$ cat config.mk
export PLATFORM = sky130hd
export DESIGN_NAME = sound_mcu_instruction_decoder
export DESIGN_NICKNAME = d
export VERILOG_FILES = /design/src/smid_pkg.sv /design/src/smid_match.sv /design/src/sound_mcu_instruction_decoder.sv
export SDC_FILE = /design/constraint.sdc
export NUM_CORES = 1
export LEC_CHECK = 0
export BUFFER_PORTS_ARGS = -buffer_cell sky130_fd_sc_hd__buf_2
export CAP_MARGIN = 20
export CORE_UTILIZATION = 60
export DETAILED_ROUTE_END_ITERATION = 12
export HOLD_SLACK_MARGIN = 0.03
export PLACE_DENSITY = 0.81
export SLEW_MARGIN = 20
export SYNTH_ARGS = -nofsm -noshare
export SYNTH_HDL_FRONTEND = slang
export SYNTH_SLANG_ARGS = --single-unit
$ cat constraint.sdc
create_clock -name clk -period 4.7 [get_ports clk]
set_input_delay 0.47 -clock clk [delete_from_list [all_inputs] [get_ports clk]]
set_output_delay 0.47 -clock clk [all_outputs]
set_load 0.005 [all_outputs]
$ cat src/smid_pkg.sv
`timescale 1ns / 1ps
// ----------------------------------------------------------------------------
// smid_pkg
// Shared types, encodings and decode tables for the sound MCU instruction
// decoder.
// ----------------------------------------------------------------------------
package smid_pkg;

  localparam int WORD_W   = 16;
  localparam int OPC_W    = 7;
  localparam int FORM_W   = 4;
  localparam int REG_W    = 5;
  localparam int IMM_W    = 12;
  localparam int BRANCH_W = 2;

  // dense opcode map
  localparam logic [OPC_W-1:0] OPC_MISC_BASE  = 7'd0;
  localparam logic [OPC_W-1:0] OPC_REG_BASE   = 7'd20;
  localparam logic [OPC_W-1:0] OPC_MID_BASE   = 7'd39;
  localparam logic [OPC_W-1:0] OPC_MVI        = 7'd46;
  localparam logic [OPC_W-1:0] OPC_JMP        = 7'd47;
  localparam logic [OPC_W-1:0] OPC_CALL       = 7'd48;
  localparam logic [OPC_W-1:0] OPC_K_BASE     = 7'd49;
  localparam logic [OPC_W-1:0] OPC_K_TADI5    = 7'd59;
  localparam logic [OPC_W-1:0] OPC_P_REG_BASE = 7'd60;
  localparam logic [OPC_W-1:0] OPC_P_IMM_BASE = 7'd76;
  localparam logic [OPC_W-1:0] OPC_UNKNOWN    = 7'd127;

  // operand forms
  localparam logic [FORM_W-1:0] FORM_NONE     = 4'd0;
  localparam logic [FORM_W-1:0] FORM_REG      = 4'd1;
  localparam logic [FORM_W-1:0] FORM_IMM      = 4'd2;
  localparam logic [FORM_W-1:0] FORM_REG_IMM  = 4'd3;
  localparam logic [FORM_W-1:0] FORM_A_IMM    = 4'd4;
  localparam logic [FORM_W-1:0] FORM_MD_IMM   = 4'd5;
  localparam logic [FORM_W-1:0] FORM_MD1_IMM  = 4'd6;
  localparam logic [FORM_W-1:0] FORM_HIND_IMM = 4'd7;
  localparam logic [FORM_W-1:0] FORM_H_IMM    = 4'd8;
  localparam logic [FORM_W-1:0] FORM_A_HIND   = 4'd9;
  localparam logic [FORM_W-1:0] FORM_HIND_A   = 4'd10;
  localparam logic [FORM_W-1:0] FORM_A_REG    = 4'd11;
  localparam logic [FORM_W-1:0] FORM_REG_A    = 4'd12;
  localparam logic [FORM_W-1:0] FORM_UNDEF    = 4'd13;

  localparam logic [BRANCH_W-1:0] BR_NONE = 2'd0;
  localparam logic [BRANCH_W-1:0] BR_JUMP = 2'd1;
  localparam logic [BRANCH_W-1:0] BR_CALL = 2'd2;

  // register-mode low nibble selectors
  localparam logic [3:0] RM_A_HIND = 4'h1;
  localparam logic [3:0] RM_HIND_A = 4'h9;
  localparam logic [3:0] RM_A_REG  = 4'h0;
  localparam logic [3:0] RM_REG_A  = 4'h8;

  localparam logic [3:0] K_SEL_LAST  = 4'd9;
  localparam logic [3:0] K_SEL_TADI5 = 4'hC;
  localparam logic [IMM_W-1:0] ROM_LIMIT = 12'd511;
  localparam logic [WORD_W-1:0] REG_KEY_MASK = 16'h0E0F;

  typedef enum logic [2:0] {
    CLS_MISC,
    CLS_REG,
    CLS_MID,
    CLS_MVI,
    CLS_JMP,
    CLS_CALL,
    CLS_K,
    CLS_P
  } cls_t;

  typedef struct packed {
    logic [OPC_W-1:0] opc;
    logic             known;
    logic             reg_used;
  } match_t;

  localparam int MISC_COUNT = 20;
  localparam int REG_COUNT  = 19;
  localparam int MID_COUNT  = 7;

  localparam logic [WORD_W-1:0] MISC_WORDS [MISC_COUNT] = '{
    16'h0000, 16'h0002, 16'h0004, 16'h0005, 16'h0008, 16'h0101, 16'h0201, 16'h0208,
    16'h0401, 16'h0402, 16'h0404, 16'h0408, 16'h0501, 16'h0502, 16'h0504, 16'h050C,
    16'h0604, 16'h0800, 16'h0801, 16'h090F
  };

  localparam logic [WORD_W-1:0] REG_KEYS [REG_COUNT] = '{
    16'h000, 16'h005, 16'h00A, 16'h201, 16'h202, 16'h205, 16'h20A,
    16'h405, 16'h409, 16'h601, 16'h605,
    16'h801, 16'h802, 16'h804, 16'h808, 16'hA01, 16'hA02, 16'hA04, 16'hA08
  };

  localparam logic REG_USES [REG_COUNT] = '{
    1'b1, 1'b1, 1'b1, 1'b1, 1'b1, 1'b1, 1'b1,
    1'b0, 1'b1, 1'b0, 1'b0,
    1'b1, 1'b1, 1'b1, 1'b1, 1'b1, 1'b1, 1'b1, 1'b1
  };

  localparam logic [4:0] MID_KEYS [MID_COUNT] = '{
    5'h00, 5'h01, 5'h08, 5'h11, 5'h12, 5'h14, 5'h18
  };

endpackage

$ cat src/smid_match.sv
`timescale 1ns / 1ps
// ----------------------------------------------------------------------------
// smid_match
// Table match stage: turns a classified instruction word into its dense
// opcode, known flag and register-use flag.
// ----------------------------------------------------------------------------
module smid_match (
  input  logic [smid_pkg::WORD_W-1:0] word,
  input  smid_pkg::cls_t              cls,
  output smid_pkg::match_t            match
);

  always_comb begin
    match.opc      = smid_pkg::OPC_UNKNOWN;
    match.known    = 1'b0;
    match.reg_used = 1'b0;
    unique case (cls)
      smid_pkg::CLS_MISC: begin
        for (int i = 0; i < smid_pkg::MISC_COUNT; i++) begin
          if (word == smid_pkg::MISC_WORDS[i]) begin
            match.opc   = smid_pkg::OPC_MISC_BASE + 7'(i);
            match.known = 1'b1;
          end
        end
      end
      smid_pkg::CLS_REG: begin
        for (int i = 0; i < smid_pkg::REG_COUNT; i++) begin
          if ((word & smid_pkg::REG_KEY_MASK) == smid_pkg::REG_KEYS[i]) begin
            match.opc      = smid_pkg::OPC_REG_BASE + 7'(i);
            match.known    = 1'b1;
            match.reg_used = smid_pkg::REG_USES[i];
          end
        end
      end
      smid_pkg::CLS_MID: begin
        for (int i = 0; i < smid_pkg::MID_COUNT; i++) begin
          if (word[12:8] == smid_pkg::MID_KEYS[i]) begin
            match.opc   = smid_pkg::OPC_MID_BASE + 7'(i);
            match.known = 1'b1;
          end
        end
      end
      smid_pkg::CLS_MVI: begin
        match.opc   = smid_pkg::OPC_MVI;
        match.known = 1'b1;
      end
      smid_pkg::CLS_JMP: begin
        match.opc   = smid_pkg::OPC_JMP;
        match.known = 1'b1;
      end
      smid_pkg::CLS_CALL: begin
        match.opc   = smid_pkg::OPC_CALL;
        match.known = 1'b1;
      end
      smid_pkg::CLS_K: begin
        if (word[12:9] <= smid_pkg::K_SEL_LAST) begin
          match.opc   = smid_pkg::OPC_K_BASE + {3'b000, word[12:9]};
          match.known = 1'b1;
        end else if (word[12:9] == smid_pkg::K_SEL_TADI5) begin
          match.opc   = smid_pkg::OPC_K_TADI5;
          match.known = 1'b1;
        end
      end
      smid_pkg::CLS_P: begin
        match.known = 1'b1;
        if (word[14:13] == 2'b10) begin
          match.opc = smid_pkg::OPC_P_REG_BASE + {3'b000, word[12:9]};
        end else begin
          match.opc = smid_pkg::OPC_P_IMM_BASE + {3'b000, word[12:9]};
        end
      end
      default: begin
        match.opc = smid_pkg::OPC_UNKNOWN;
      end
    endcase
  end

endmodule

$ cat src/sound_mcu_instruction_decoder.sv
`timescale 1ns / 1ps
// A beat passes the stage 1, 2 and 3 registers to out_valid. Throughput: one
// word per cycle while out_ready is high; three register stages (byte swap and
// class decode, opcode table match, operand field format) run concurrently.
// A stalled output holds its stage; earlier empty stages keep accepting.
// Reset (synchronous, rst_n low) clears the stage valid bits only.
// ----------------------------------------------------------------------------
// sound_mcu_instruction_decoder
// Pipelined decoder for one 16-bit ROM word of a small sound MCU.
// ----------------------------------------------------------------------------
module sound_mcu_instruction_decoder (
  input  logic                          clk,
  input  logic                          rst_n,
  input  logic                          in_valid,
  output logic                          in_ready,
  input  logic [smid_pkg::WORD_W-1:0]   in_rom_word,
  output logic                          out_valid,
  input  logic                          out_ready,
  output logic [smid_pkg::OPC_W-1:0]    out_op_code,
  output logic [smid_pkg::FORM_W-1:0]   out_operand_form,
  output logic [smid_pkg::REG_W-1:0]    out_reg_field,
  output logic [smid_pkg::IMM_W-1:0]    out_imm_field,
  output logic                          out_known,
  output logic [smid_pkg::BRANCH_W-1:0] out_branch_kind,
  output logic                          out_target_in_rom
);

  logic en1, en2, en3;

  logic                        s1_v_r, s2_v_r, s3_v_r;
  logic [smid_pkg::WORD_W-1:0] s1_word_r, s2_word_r;
  smid_pkg::cls_t              s1_cls_r, s2_cls_r;
  smid_pkg::match_t            s2_match_r;

  logic [smid_pkg::WORD_W-1:0] s1_word_nxt;
  smid_pkg::cls_t              s1_cls_nxt;
  smid_pkg::match_t            s2_match_nxt;

  logic [smid_pkg::OPC_W-1:0]    opc_r, opc_nxt;
  logic [smid_pkg::FORM_W-1:0]   form_r, form_nxt;
  logic [smid_pkg::REG_W-1:0]    reg_r, reg_nxt;
  logic [smid_pkg::IMM_W-1:0]    imm_r, imm_nxt;
  logic                          known_r, known_nxt;
  logic [smid_pkg::BRANCH_W-1:0] br_r, br_nxt;
  logic                          inrom_r, inrom_nxt;

  assign en3      = !s3_v_r || out_ready;
  assign en2      = !s2_v_r || en3;
  assign en1      = !s1_v_r || en2;
  assign in_ready = en1;

  // stage 1: byte swap, class
  assign s1_word_nxt = {in_rom_word[7:0], in_rom_word[15:8]};

  always_comb begin
    unique case (s1_word_nxt[15:12]) inside
      4'h0:             s1_cls_nxt = smid_pkg::CLS_MISC;
      4'h1:             s1_cls_nxt = smid_pkg::CLS_REG;
      4'h2, 4'h3:       s1_cls_nxt = smid_pkg::CLS_MID;
      4'h4, 4'h5:       s1_cls_nxt = smid_pkg::CLS_MVI;
      4'h6:             s1_cls_nxt = smid_pkg::CLS_JMP;
      4'h7:             s1_cls_nxt = smid_pkg::CLS_CALL;
      4'hE, 4'hF:       s1_cls_nxt = smid_pkg::CLS_K;
      default:          s1_cls_nxt = smid_pkg::CLS_P;
    endcase
  end

  // stage 2: table match
  smid_match u_match (
    .word  (s1_word_r),
    .cls   (s1_cls_r),
    .match (s2_match_nxt)
  );

  // stage 3: operand fields
  always_comb begin
    opc_nxt   = s2_match_r.opc;
    known_nxt = s2_match_r.known;
    form_nxt  = smid_pkg::FORM_NONE;
    reg_nxt   = '0;
    imm_nxt   = '0;
    br_nxt    = smid_pkg::BR_NONE;
    inrom_nxt = 1'b0;
    unique case (s2_cls_r)
      smid_pkg::CLS_MISC: begin
        form_nxt = smid_pkg::FORM_NONE;
      end
      smid_pkg::CLS_REG: begin
        if (s2_match_r.reg_used) begin
          form_nxt = smid_pkg::FORM_REG;
          reg_nxt  = s2_word_r[8:4];
        end
      end
      smid_pkg::CLS_MID: begin
        form_nxt = smid_pkg::FORM_IMM;
        imm_nxt  = {4'h0, s2_word_r[7:0]};
      end
      smid_pkg::CLS_MVI: begin
        form_nxt = smid_pkg::FORM_REG_IMM;
        reg_nxt  = s2_word_r[12:8];
        imm_nxt  = {4'h0, s2_word_r[7:0]};
      end
      smid_pkg::CLS_JMP, smid_pkg::CLS_CALL: begin
        form_nxt  = smid_pkg::FORM_IMM;
        imm_nxt   = s2_word_r[11:0];
        br_nxt    = (s2_cls_r == smid_pkg::CLS_JMP) ? smid_pkg::BR_JUMP : smid_pkg::BR_CALL;
        inrom_nxt = s2_word_r[11:0] < smid_pkg::ROM_LIMIT;
      end
      smid_pkg::CLS_K: begin
        form_nxt = smid_pkg::FORM_REG_IMM;
        reg_nxt  = s2_word_r[8:4];
        imm_nxt  = {8'h00, s2_word_r[3:0]};
      end
      smid_pkg::CLS_P: begin
        case (s2_word_r[14:13])
          2'b00: begin
            if (!s2_word_r[8]) begin
              form_nxt = smid_pkg::FORM_A_IMM;
              imm_nxt  = {4'h0, s2_word_r[7:0]};
            end else if (s2_word_r[12]) begin
              form_nxt = smid_pkg::FORM_MD_IMM;
              imm_nxt  = {4'h0, s2_word_r[7:0]};
            end else begin
              form_nxt = smid_pkg::FORM_MD1_IMM;
              imm_nxt  = {9'h000, s2_word_r[7:5]};
            end
          end
          2'b01: begin
            form_nxt = s2_word_r[8] ? smid_pkg::FORM_H_IMM : smid_pkg::FORM_HIND_IMM;
            imm_nxt  = {4'h0, s2_word_r[7:0]};
          end
          default: begin
            case (s2_word_r[3:0])
              smid_pkg::RM_A_HIND: form_nxt = smid_pkg::FORM_A_HIND;
              smid_pkg::RM_HIND_A: form_nxt = smid_pkg::FORM_HIND_A;
              smid_pkg::RM_A_REG: begin
                form_nxt = smid_pkg::FORM_A_REG;
                reg_nxt  = s2_word_r[8:4];
              end
              smid_pkg::RM_REG_A: begin
                form_nxt = smid_pkg::FORM_REG_A;
                reg_nxt  = s2_word_r[8:4];
              end
              default: form_nxt = smid_pkg::FORM_UNDEF;
            endcase
          end
        endcase
      end
      default: begin
        form_nxt = smid_pkg::FORM_NONE;
      end
    endcase
    if (!s2_match_r.known) begin
      opc_nxt   = smid_pkg::OPC_UNKNOWN;
      form_nxt  = smid_pkg::FORM_NONE;
      reg_nxt   = '0;
      imm_nxt   = '0;
      br_nxt    = smid_pkg::BR_NONE;
      inrom_nxt = 1'b0;
    end
  end

  always_ff @(posedge clk) begin
    if (!rst_n) begin
      s1_v_r <= 1'b0;
      s2_v_r <= 1'b0;
      s3_v_r <= 1'b0;
    end else begin
      if (en1) s1_v_r <= in_valid;
      if (en2) s2_v_r <= s1_v_r;
      if (en3) s3_v_r <= s2_v_r;
    end
  end

  always_ff @(posedge clk) begin
    if (en1) begin
      s1_word_r <= s1_word_nxt;
      s1_cls_r  <= s1_cls_nxt;
    end
    if (en2) begin
      s2_word_r  <= s1_word_r;
      s2_cls_r   <= s1_cls_r;
      s2_match_r <= s2_match_nxt;
    end
    if (en3) begin
      opc_r   <= opc_nxt;
      form_r  <= form_nxt;
      reg_r   <= reg_nxt;
      imm_r   <= imm_nxt;
      known_r <= known_nxt;
      br_r    <= br_nxt;
      inrom_r <= inrom_nxt;
    end
  end

  assign out_valid         = s3_v_r;
  assign out_op_code       = opc_r;
  assign out_operand_form  = form_r;
  assign out_reg_field     = reg_r;
  assign out_imm_field     = imm_r;
  assign out_known         = known_r;
  assign out_branch_kind   = br_r;
  assign out_target_in_rom = inrom_r;

  a_unknown_clean: assert property (@(posedge clk) disable iff (!rst_n)
    out_valid && !out_known |->
      out_op_code == smid_pkg::OPC_UNKNOWN && out_operand_form == smid_pkg::FORM_NONE &&
      out_reg_field == '0 && out_imm_field == '0)
    else $error("unknown word with nonzero fields");

  a_inrom_branch: assert property (@(posedge clk) disable iff (!rst_n)
    out_valid && out_branch_kind == smid_pkg::BR_NONE |-> !out_target_in_rom)
    else $error("target_in_rom set without a branch");

  a_full_when_blocked: assert property (@(posedge clk) disable iff (!rst_n)
    !in_ready |-> s1_v_r && s2_v_r && s3_v_r && !out_ready)
    else $error("input blocked while a stage is free");

  a_stage1_held: assert property (@(posedge clk) disable iff (!rst_n)
    s1_v_r && !en2 |=> s1_v_r && $stable(s1_word_r))
    else $error("stalled stage 1 beat lost or changed");

endmodule
==> results.sh <==
export IMPL_clkTransAtPathRegs_ns=0.08
export IMPL_fin_skew_ns=0.0144
export IMPL_synth_seq_cells=81
export IMPL_syn_nets=473
export IMPL_synthArstFlopShare_pct=0
export IMPL_dp_hpwl_um=6840
export IMPL_period_needed_ns=2.93
export IMPL_wl_met3_um=550
export IMPL_antenna_found_initial=0
export IMPL_grt_usage_pct=24.3
export IMPL_dp_cells=568
export IMPL_drt_vias_per_instance=6.19
export IMPL_start_util_pct=62.0
export IMPL_path_class="reg -> reg"
export IMPL_holdCritPathClass="in -> reg"
export IMPL_ir_drop_mv=0.388
export IMPL_io_buffers=53
export IMPL_power_frac_seq_pct=53.1
export IMPL_setup_viol_count_final=0
export IMPL_hold_violations=0
export IMPL_antenna_cells=0
export IMPL_path_cells="inv_1 -> ha_1 -> mux2_4 -> a22oi_2 -> o41a_1 -> nand4_1 -> nor2_1 -> or3_1"
export IMPL_synth_fa_ha_area_share_pct=2.87
export IMPL_synth_compound_area_share_pct=16.2
export IMPL_final_common_cell="edfxtp_1"
export IMPL_leakage_nw=2.06
export IMPL_power_density_nw_per_um2=335
export IMPL_slew_viol_final=0
export IMPL_dieArea_um2=8340
export IMPL_yosysUniqueCellTypes=83
export IMPL_power_frac_comb_pct=12.1
export IMPL_finalCoreUtilization_pct=67.0
export IMPL_grt_ovfl_total=0
export IMPL_maxCapViolCount=0
export IMPL_drive_gt1_share_pct=19.5
export IMPL_worstPathArrival_ns=3.02
export IMPL_die_h_um=91.3
export IMPL_critical_path_slowest_cell="edfxtp_1"
export IMPL_core_area_um2=7730
export IMPL_wl_met2_um=4930
export IMPL_outcome="completed"
export IMPL_wl_per_cell_um=17.0
export IMPL_yosysWarningCount=0
export IMPL_timing_final_crit_share_pct=62.2
export IMPL_internal_power_mw=1.33
export IMPL_fin_cells=584
export IMPL_rows=32
export IMPL_cts_hold_buf=0
export IMPL_syn_area_per_cell_um2=10.8
export IMPL_clk_path_buf_depth=2
export IMPL_post_cts_buffers=0
export IMPL_synthMuxAreaShare_pct=0.941
export IMPL_final_cell_mix="edfxtp_1, buf_2, nor2_1"
export IMPL_netlist_instances=442
export IMPL_grt_pass1_wl_um=15400
export IMPL_ios=54
export IMPL_layout_area_overhead_vs_synth_pct=8.10
export IMPL_ant_nets=0
export IMPL_grt_start_max_net_pins=33
export IMPL_relSlewSlack_pct=38.6
export IMPL_firstDrtPassIters=5
export IMPL_gp_congestion=1.03
export IMPL_insertion_delay_ns=0.35
export IMPL_wl_met1_um=4300
export IMPL_htreeDepth=3
export IMPL_drt_total_wl_um=9950
export IMPL_clockPowerShare_pct=34.8
export IMPL_yosys_area_share_xor_xnor_pct=1.44
export IMPL_synth_top_family_by_area="simple AND/OR/NAND/NOR gates"
export IMPL_setup_ws_ns=1.77
export IMPL_fmax_mhz=342
export IMPL_tns_ns=0
export IMPL_num_vias=3616
export IMPL_cts_tree="built"
export IMPL_route_detailed_drc=0
export IMPL_fp_dieW_um=91.3
export IMPL_synth_simple_area_share_pct=21.8
export IMPL_rrSetupSlack_ns=1.77
export IMPL_cts_resized=0
export IMPL_cts_root_buf="clkbuf_8"
export IMPL_grt_pass1_vias=3178
export IMPL_final_net_count=508
export IMPL_drt_iter0_markers=285
export IMPL_yosys_most_used_dff="edfxtp_1"
export IMPL_ys_seq_area_share_pct=50.2
export IMPL_cts_made_buffers=9
export IMPL_end_kind="flip-flop"
export IMPL_crit_path_start_kind="flip-flop"
export IMPL_preCtsSetupSlack_ns=1.82
export IMPL_clkSinkCount=81
export IMPL_tightestPinTransition_ns=0.921
export IMPL_synth_edf_count=78
export IMPL_p_sw_share_pct=23.4
export IMPL_synth_area_um2=4790
export IMPL_critPathMaxStageDelay_ns=0.71
export IMPL_cp_required_ns=4.79
export IMPL_top_layer_used="met4"
export IMPL_path_max_fanout=23
export IMPL_net_switching_power_mw=0.405
export IMPL_grt_setup_unrepaired="false"
## cells in the mapped netlist, types with 8 or more instances
master	n	share of area, %
nand4_1	9	1.2
nor3_1	11	1.1
ha_1	11	2.9
a21oi_1	27	2.8
nand2_1	31	2.4
a22oi_1	13	2.0
nor2_1	41	3.2
nand2b_1	11	1.4
o21ai_0	19	2.0
edfxtp_1	78	49
nand3_1	8	0.84
nor2b_1	13	1.7
and2_1	16	2.1
clkbuf_1	8	0.63
inv_1	13	1.0
## registers in the layout, summed over array words and instances (netlist names), 2 cells and up
| name | flops |
|---|---|
| s2_cls_r | 3 |
| out_imm_field | 12 |
| out_op_code | 7 |
| s2_match_r | 8 |
| s2_word_r | 15 |
| out_reg_field | 5 |
| out_branch_kind | 2 |
| s1_cls_r | 3 |
| s1_word_r | 16 |
| out_operand_form | 4 |
## per-stage QoR
stage	hold WS [ns]	power (mW)	cell area (µm²)
after CTS	0.278	1.74	5170
after detailed placement	0.437	1.14	4930
after floorplan	0.424	1.07	4790
final	0.296	1.73	5180
after global routing	0.271	1.79	5180
after global placement	0.434	1.13	4930
## layer usage
layer / GRT usage, % / vias up
li1: - / 1735
met1: 32.3 / 1722
met2: 39.5 / 141
met3: 5.36 / 18
met4: 8.73 / 0
met5: 0 / -
## power groups by stage
stage / clock (mW) / sequential [mW] / combinational, mW
after floorplan: 0 / 0.905 / 0.168
after global placement: 0 / 0.929 / 0.201
after detailed placement: 0 / 0.933 / 0.205
after CTS: 0.610 / 0.919 / 0.208
after global routing: 0.633 / 0.927 / 0.229
final: 0.603 / 0.919 / 0.210
## critical path: cells and delay by family (launching register included)
family,cells,cell delay [ns]
buf+inv,1,0.30
compound gates,2,0.42
simple gates,3,0.49
mux,1,0.25
fa+ha+maj,1,0.51
flops,1,0.71
## kinds of logic after synthesis
kind of cell             count (synthesis)
XOR/XNOR                                 7
multiplexers                             4
adder cells (fa/ha/maj)                 11
flip-flops                              81
buffers and inverters                   44
AO/OA/AOI/OAI                          112
AND/OR/NAND/NOR                        183
## path summary, 6_finish.rpt
path	from	to	depth (start not counted)
setup reg to reg	s1_word_r[9]	s2_match_r[8]	8
setup / recovery	s1_word_r[9]	s2_match_r[8]	8
hold reg to reg	s1_word_r[4]	s2_word_r[4]	0
hold / removal	in_rom_word[12]	s1_word_r[4]	1
## final cells by class
type / instances / area [µm²]
clock inverters: 5 / 104
fillers: 618 / 2550
flip-flops and latches: 81 / 2400
multi-input cells: 317 / 2070
inverters: 13 / 48.8
clock buffers: 11 / 141
well taps: 102 / 128
repair buffers: 55 / 280
(Power assumes the default switching activity.)
